--- config.mk ---
export PLATFORM = sky130hd
export DESIGN_NAME = lhe_ctrl
export DESIGN_NICKNAME = d
export VERILOG_FILES = /design/src/hw/rtl/lhe_pkg.sv /design/src/hw/rtl/lhe_ctrl.sv
export SDC_FILE = /design/constraint.sdc
export NUM_CORES = 1
export LEC_CHECK = 0
export ABC_AREA = 1
export BUFFER_PORTS_ARGS = -buffer_cell sky130_fd_sc_hd__buf_2
export CORE_AREA = 2 2 39 41
export CTS_CLUSTER_DIAMETER = 200
export DETAILED_ROUTE_END_ITERATION = 10
export DIE_AREA = 0 0 41 43
export HOLD_SLACK_MARGIN = 0.12
export PLACE_DENSITY = 0.7
export SETUP_SLACK_MARGIN = 0.3
export SLEW_MARGIN = 20
export SYNTH_ARGS = -nofsm -noshare
export SYNTH_HDL_FRONTEND = slang
export SYNTH_SLANG_ARGS = --single-unit
--- constraint.sdc ---
create_clock -name clk_i -period 2 [get_ports clk_i]
set_input_delay 0.1 -clock clk_i [delete_from_list [all_inputs] [get_ports clk_i]]
set_output_delay 0.1 -clock clk_i [all_outputs]
set_load 0.05 [all_outputs]
--- src/hw/rtl/lhe_pkg.sv ---
// ----------------------------------------------------------------------------
// lhe_pkg
// Types, codes and fixed widths shared by the latency histogram engine.
// ----------------------------------------------------------------------------
`default_nettype none

package lhe_pkg;

  localparam int VAL_W   = 12;
  localparam int KIND_W  = 3;
  localparam int PCT_W   = 14;
  localparam int RES_W   = 13;
  localparam int RCNT_W  = 32;
  localparam int TOTAL_W = 40;
  localparam int WSUM_W  = 52;
  localparam int RUN_W   = TOTAL_W + 1;
  localparam int PROD_W  = PCT_W + TOTAL_W;
  localparam int DCNT_W  = 3;

  // rank division by 10000: 16-bit digits, each by reciprocal multiplication
  localparam int DIG_W    = 16;
  localparam int DIVN_W   = 64;
  localparam int DIVX_W   = DIG_W + PCT_W;
  localparam int RECIP_W  = 31;
  localparam int RECIP_SH = 44;

  localparam logic [PCT_W-1:0]   PCT_FULL      = 14'd10000;
  localparam logic [RECIP_W-1:0] PCT_RECIP     = 31'd1759218605;
  localparam logic [DCNT_W-1:0]  DIV_LAST      = DCNT_W'(2 * DIVN_W / DIG_W - 1);
  localparam logic [VAL_W-1:0]   MAX_VALUE_RST = 12'hFFF;
  localparam logic [TOTAL_W-1:0] TOTAL_MAX     = {TOTAL_W{1'b1}};
  localparam logic [WSUM_W-1:0]  WSUM_MAX      = {WSUM_W{1'b1}};
  localparam logic [RCNT_W-1:0]  RCNT_MAX      = {RCNT_W{1'b1}};

  // register byte addresses
  localparam logic [2:0] ADDR_MAX_VALUE = 3'd0;

  typedef enum logic [KIND_W-1:0] {
    KIND_RECORD     = 3'd0,
    KIND_CORRECT    = 3'd1,
    KIND_PERCENTILE = 3'd2,
    KIND_DISTINCT   = 3'd3,
    KIND_NTH        = 3'd4,
    KIND_TOTALS     = 3'd5
  } kind_e;

  typedef struct packed {
    logic [KIND_W-1:0] kind;
    logic [VAL_W-1:0]  sample_value;
    logic [VAL_W-1:0]  expected_interval;
    logic [PCT_W-1:0]  percent_centi;
    logic [VAL_W-1:0]  rank_index;
  } in_item_t;

  typedef struct packed {
    logic               accepted;
    logic [RES_W-1:0]   result_value;
    logic [RCNT_W-1:0]  result_count;
    logic [TOTAL_W-1:0] total_count;
    logic [VAL_W-1:0]   min_seen;
    logic [VAL_W-1:0]   max_seen;
    logic [WSUM_W-1:0]  weighted_sum;
  } out_item_t;

  typedef enum logic [3:0] {
    CMD_NONE,
    CMD_CLEAR,
    CMD_LATCH,
    CMD_SETUP,
    CMD_REC_RD,
    CMD_REC_WR,
    CMD_COR_RD,
    CMD_COR_WR,
    CMD_COR_FIN,
    CMD_DIV,
    CMD_RANK,
    CMD_WALK_RD,
    CMD_WALK_MUL,
    CMD_WALK_ACC
  } cmd_e;

  typedef enum logic [3:0] {
    ST_CLEAR,
    ST_IDLE,
    ST_SETUP,
    ST_REC_RD,
    ST_REC_WR,
    ST_COR_RD,
    ST_COR_WR,
    ST_COR_FIN,
    ST_DIV,
    ST_RANK,
    ST_WALK_RD,
    ST_WALK_MUL,
    ST_WALK_ACC,
    ST_DONE
  } state_e;

  typedef struct packed {
    kind_e kind;
    logic  rec_ok;
    logic  cor_skip;
    logic  walk_empty;
    logic  clr_last;
    logic  div_last;
    logic  cor_last;
    logic  walk_stop;
  } status_t;

endpackage

`default_nettype wire

--- src/hw/rtl/lhe_ctrl.sv ---
// ----------------------------------------------------------------------------
// lhe_ctrl
// Sequencer: clear sweep, item decode, record, correction, division and walk.
// ----------------------------------------------------------------------------
`default_nettype none

module lhe_ctrl import lhe_pkg::*; (
  input  wire logic    clk_i,
  input  wire logic    rst_ni,
  input  wire logic    in_valid_i,
  output logic         in_ready_o,
  output logic         out_valid_o,
  input  wire logic    out_ready_i,
  output logic         out_load_o,
  output cmd_e         cmd_o,
  input  wire status_t status_i
);

  state_e state_q, state_d;
  logic   out_valid_q, out_valid_d;

  always_ff @(posedge clk_i or negedge rst_ni) begin
    if (!rst_ni) begin
      state_q     <= ST_CLEAR;
      out_valid_q <= 1'b0;
    end else begin
      state_q     <= state_d;
      out_valid_q <= out_valid_d;
    end
  end

  always_comb begin
    state_d     = state_q;
    cmd_o       = CMD_NONE;
    in_ready_o  = 1'b0;
    out_load_o  = 1'b0;
    out_valid_d = out_valid_q && !out_ready_i;
    case (state_q)
      ST_CLEAR: begin
        cmd_o = CMD_CLEAR;
        if (status_i.clr_last) state_d = ST_IDLE;
      end
      ST_IDLE: begin
        in_ready_o = 1'b1;
        if (in_valid_i) begin
          cmd_o   = CMD_LATCH;
          state_d = ST_SETUP;
        end
      end
      ST_SETUP: begin
        cmd_o = CMD_SETUP;
        case (status_i.kind)
          KIND_RECORD:     state_d = status_i.rec_ok ? ST_REC_RD : ST_DONE;
          KIND_CORRECT:    state_d = status_i.cor_skip ? ST_DONE : ST_COR_RD;
          KIND_PERCENTILE: state_d = ST_DIV;
          KIND_DISTINCT,
          KIND_NTH,
          KIND_TOTALS:     state_d = status_i.walk_empty ? ST_DONE : ST_WALK_RD;
          default:         state_d = ST_DONE;
        endcase
      end
      ST_REC_RD: begin
        cmd_o   = CMD_REC_RD;
        state_d = ST_REC_WR;
      end
      ST_REC_WR: begin
        cmd_o   = CMD_REC_WR;
        state_d = ST_DONE;
      end
      ST_COR_RD: begin
        cmd_o   = CMD_COR_RD;
        state_d = ST_COR_WR;
      end
      ST_COR_WR: begin
        cmd_o   = CMD_COR_WR;
        state_d = status_i.cor_last ? ST_COR_FIN : ST_COR_RD;
      end
      ST_COR_FIN: begin
        cmd_o   = CMD_COR_FIN;
        state_d = ST_DONE;
      end
      ST_DIV: begin
        cmd_o = CMD_DIV;
        if (status_i.div_last) state_d = ST_RANK;
      end
      ST_RANK: begin
        cmd_o   = CMD_RANK;
        state_d = status_i.walk_empty ? ST_DONE : ST_WALK_RD;
      end
      ST_WALK_RD: begin
        cmd_o   = CMD_WALK_RD;
        state_d = ST_WALK_MUL;
      end
      ST_WALK_MUL: begin
        cmd_o   = CMD_WALK_MUL;
        state_d = ST_WALK_ACC;
      end
      ST_WALK_ACC: begin
        cmd_o   = CMD_WALK_ACC;
        state_d = status_i.walk_stop ? ST_DONE : ST_WALK_RD;
      end
      ST_DONE: begin
        // hold the result until the output register is free
        if (!out_valid_q || out_ready_i) begin
          out_load_o  = 1'b1;
          out_valid_d = 1'b1;
          state_d     = ST_IDLE;
        end
      end
      default: state_d = ST_IDLE;
    endcase
  end

  assign out_valid_o = out_valid_q;

endmodule

`default_nettype wire

# Yosys cells after proc, flatten, opt, wreduce, memory -nomap -nowiden
# Cells that the tools add are included.
# totals
ff_bits	5
inputBits	14
output_inout_bits	7
wordCells	51
# op_classes
eq_ne	22
mux	18
reduce_logical	9
# ops
cell	n
case mux 4 bit (13 select lines)	2
== test 4 bit (second input constant)	6
2-to-1 mux 4 bit	6
== test 4 x 3 -> 1 bit (second input constant)	4
case mux 4 bit (4 select lines)	1
== test 4 x 2 -> 1 bit (second input constant)	2
inequality test 2 bit (second input constant)	4
== test 3 x 2 -> 1 bit (second input constant)	2
== test 3 bit (second input constant)	2
2-to-1 mux 3 bit	2
2-to-1 mux 1 bit	5
== test 4 x 1 -> 1 bit (second input constant)	1
logical NOT 4 bit	1
2-to-1 mux 2 bit	2
AND reduction 4 bit	1
== test 3 x 1 -> 1 bit (second input constant)	1
logical NOT 3 bit	1
OR reduction 3 bit	1
logical NOT 1 bit	2
OR reduction 2 bit	1
logical AND 1 bit	1
logical OR 1 bit	1

# Depth between registers and ports, before layout
# logic_depth
depth_word	4
depth_mapped	9
mapped_depth_nobuf	9

# Least setup slack after synthesis
# No wires, ideal clock.
# synth_path
path_type	register -> output
start	register state_q[0]
end	output cmd_o[2]
t_arrival_ps	1926
t_required_ps	1900
path_slack_ps	-26
stages_incl_launch_ff	5
n_path_buf	0
cell_sequence	dfrtp_1 -> nor2_2 -> inv_2 -> nand2_1 -> nor3b_1
# synth_between
elab_chain_len	2
word_cells_on_any_way	14
# synth_lines
element	line_no	text
start, declared	lhe_ctrl.sv:19	state_e state_q, state_d;
start signal, assigned	lhe_ctrl.sv:27	state_q <= state_d;
== test 4 bit (tied with other cells)	lhe_ctrl.sv:38	case (state_q)
case mux 4 bit (13 select lines) (*)	lhe_ctrl.sv:38	
end, declared	lhe_ctrl.sv:15	output cmd_e cmd_o,
# Mark *: on every way between the ends. The rest lies on a longest branch, timed or not.

# Worst setup path after layout
# layout_path
start	register state_q[3]
end	output cmd_o[1]
# The elaborated chain is that of the path after synthesis.

==> impl_results.md <==
- Setup Crit Path Kind: reg -> out
- Synth Area in Compound Gates: 15.9%
- Top cell type's share of synthesized area: between 20 and 25%
- Via count: 736
- IO Count: 21
- Post-synthesis simple-gate area fraction: 50.2%
- R2R Setup Slk: 0.59 ns
- Mapped Area: 558 µm²
- Port bufs: 20
- Vias in the first global route: 620
- Post-DP HPWL: 1270 µm
- Core area: 0.00138 mm²
- Period utilisation layout: 81.1%
- Crit-path slowest cell: dfrtp_1
- Adder-cell share of the synthesized area: 0%
- CP required: ~1.9 ns
- Netlist cell types: 14
- Fin Clk Skew: 0.00195 ns
- Post-route ant nets: 0
- Final Hold Vio Count: 0
- Initial DRC Count: 18
- Ant. Diodes: 0
- Synth area leader: dfrtp_1
- Largest family of logic cells by synthesized area: simple AND/OR/NAND/NOR gates
- Wirelength per Cell: 10.8 µm
- Pwr Density: 1830 mW/mm²
- Worst-case reg-to-reg path depth: 7
- Htree depth: 1
- Die Area: 0.00176 mm²
- Total GRT Usage: between 15 and 20%
- Final Wtd Congestion: slightly below 0.9
- CP endpoint kind: output pin
- Initial antenna violation count: 0
- Largest net degree at the start of global routing: 8
- Pre-CTS setup slack: 0.568 ns
- Row count: 14
- Prevailing post-synth register cell: dfrtp_1
- Most used cell, CP: nor2_1
- Critical-path maximum fanout: 7
- CP Data Arrival Time: around 1.5 ns
- # setup viols final: 0
- Sink Count: 5
- Gr ovfl total: 0
- Critical Path Source Type: flop
- Outcome: finished, final reports clean
- Setup TNS: 0 ns
- Slew margin rel.: 79.5%
- Post-layout util: 53.6%
- Max-slew violations: 0
- Xor and xnor area share after synthesis: 0%
- Worst hold path type: in -> async
- Cell Area, Placed: 686 µm²
- Worst Tran Pin Value: 0.308 ns
- Synthesized Nets: roughly 120
- Fin worst setup slack: 0.377 ns
- Synth area leaders: dfrtp_1, nand2_1, nor2_1, o21ai_0, inv_1
- Peak Freq: 616 MHz
- Layout cells sized above 1: 24.8%
- Peak supply drop: 0.761 mV
- Most common cell in the netlist: nand2_1
- Post-synth ARST share: 100%
- Post-CTS Setup Inserts: 0
- Seq/Total Area, Yosys: 22.4%
- Final Cell Area: 742 µm²
- TritonCTS clock tree: built
- Crit path time final: 1.62 ns
- #FFs+latches synth: 5
- DRC violations left: 0
- Leakage power: 0.411 nW
- Initial Util: 40.3%
- Global-route wire length before repair: about 2500 µm
- Worst R2R End: state_q[3]
- Clock transition at path regs: about 0.040 ns
- Number of synthesized flops with an enable pin: 0
- Clk_lat worst skew: 0.23 ns
- Layout Nets: 144
- Vias/cell: 5.08
- Cells after synthesis: 103
- Post-synth top cells: nand2_1, nor2_1, inv_1
- Routed wire length: between 1500 and 2000 µm
- Die H: 43 µm
- Max-cap violations: 0
- Number of buffers created by CTS: 3
- P&R area growth vs syn: 33.0%
- Cell Chain, Critical Path: inv_1 > nor2_1 > nor2_1 > o221ai_1 > clkbuf_4
- Drt first pass iters: 4
- Clock Path Buffers: 2
- Syn_area_per_cell: 5.42 µm²
- Die Span X: between 40 and 50 µm
- Crit-path max cell delay: 0.43 ns
- Reg-to-Reg Start: state_q[3]
- Root Buffer: clkbuf_4
- Unrepaired setup endpoints after global routing: false
- Mux contribution to synthesized area: 0%
- Yosys warns: 0
[metrics by stage]
step,cells,hold WS (ns),total power (W)
global route,145,0.225,0.00146
detailed placement,139,-0.0823,0.00120
finish,145,0.220,0.00136
floorplan,103,-0.196,0.000985
CTS,145,0.200,0.00133
global placement,139,-0.0831,0.00120
[power by group]
group / total (W) / switching (W) / internal [W]
clock network: 0.000111 / 0.0000362 / 0.0000751
logic: 0.00102 / 0.000731 / 0.000284
registers: 0.000232 / 0.0000781 / 0.000154
[cells in the final DEF, fill, tap and decap left out, drive strengths merged]
master,Yosys,layout
nand3,8,8
nand3b,3,3
o221ai,1,1
nor3b,1,1
clkbuf,0,5
nand2,25,25
buf,0,19
a21oi,4,4
dlygate4sd3,0,2
inv,17,17
nor2,25,25
nor3,2,2
dfrtp,5,5
o21ai,12,12
[area by class of cell]
cell class,instances,area [µm²]
clock buffers,4,26.3
fillers,151,642
inverters,17,63.8
multi-input cells,81,382
flip-flops and latches,5,125
well taps,16,20.0
repair buffers,22,125
[cell families (layout without fill, tap and decap cells)]
| logic type | Yosys count | after routing |
|---|---|---|
| AO/OA/AOI/OAI | 17 | 17 |
| buffers and inverters | 17 | 43 |
| AND/OR/NAND/NOR | 64 | 64 |
| flip-flops | 5 | 5 |
[what timing repair did]
action | 4_1_cts | 5_1_grt
endpoints found under the hold margin | 6 | 0
setup endpoints to repair | 0 | 3
gates resized for setup | 0 | 4
hold buffers | 2 | 0
[worst max-delay path, delay by kind of cell, from the launching register on]
family	cells	cell delay [ns]
DFF	1	0.43
buffers and inverters	2	0.35
and+or+nand+nor	2	0.33
AOI/OAI and AO/OA	1	0.17
[sequential cells by signal (all words and copies together), names as in the netlist]
name	flops
out_valid_o	1
state_q	4
[worst max-delay path by stage]
| stage | depth (start not counted) | slack [ns] | to | startpoint |
|---|---|---|---|---|
| finish | 5 | 0.38 | cmd_o[1] | state_q[3] |
| floorplan | 5 | 0.30 | cmd_o[1] | state_q[3] |
| CTS | 5 | 0.31 | cmd_o[2] | state_q[0] |
| global route | 5 | 0.32 | cmd_o[1] | state_q[3] |
| detailed placement | 5 | 0.57 | cmd_o[2] | state_q[0] |
| global placement | 5 | 0.57 | cmd_o[2] | state_q[0] |
[layer usage]
metal  part of all wire (%)  wire length [µm]  track usage [%]  vias to the layer above
met3                    5.0                79             2.09                        2
met1                     43               680             24.5                      322
li1                       -                 -                -                      378
met4                    1.3                21             8.67                        0
met5                      0                 0                0                        -
met2                     50               787             32.8                       34
(Power assumes the default switching activity.)
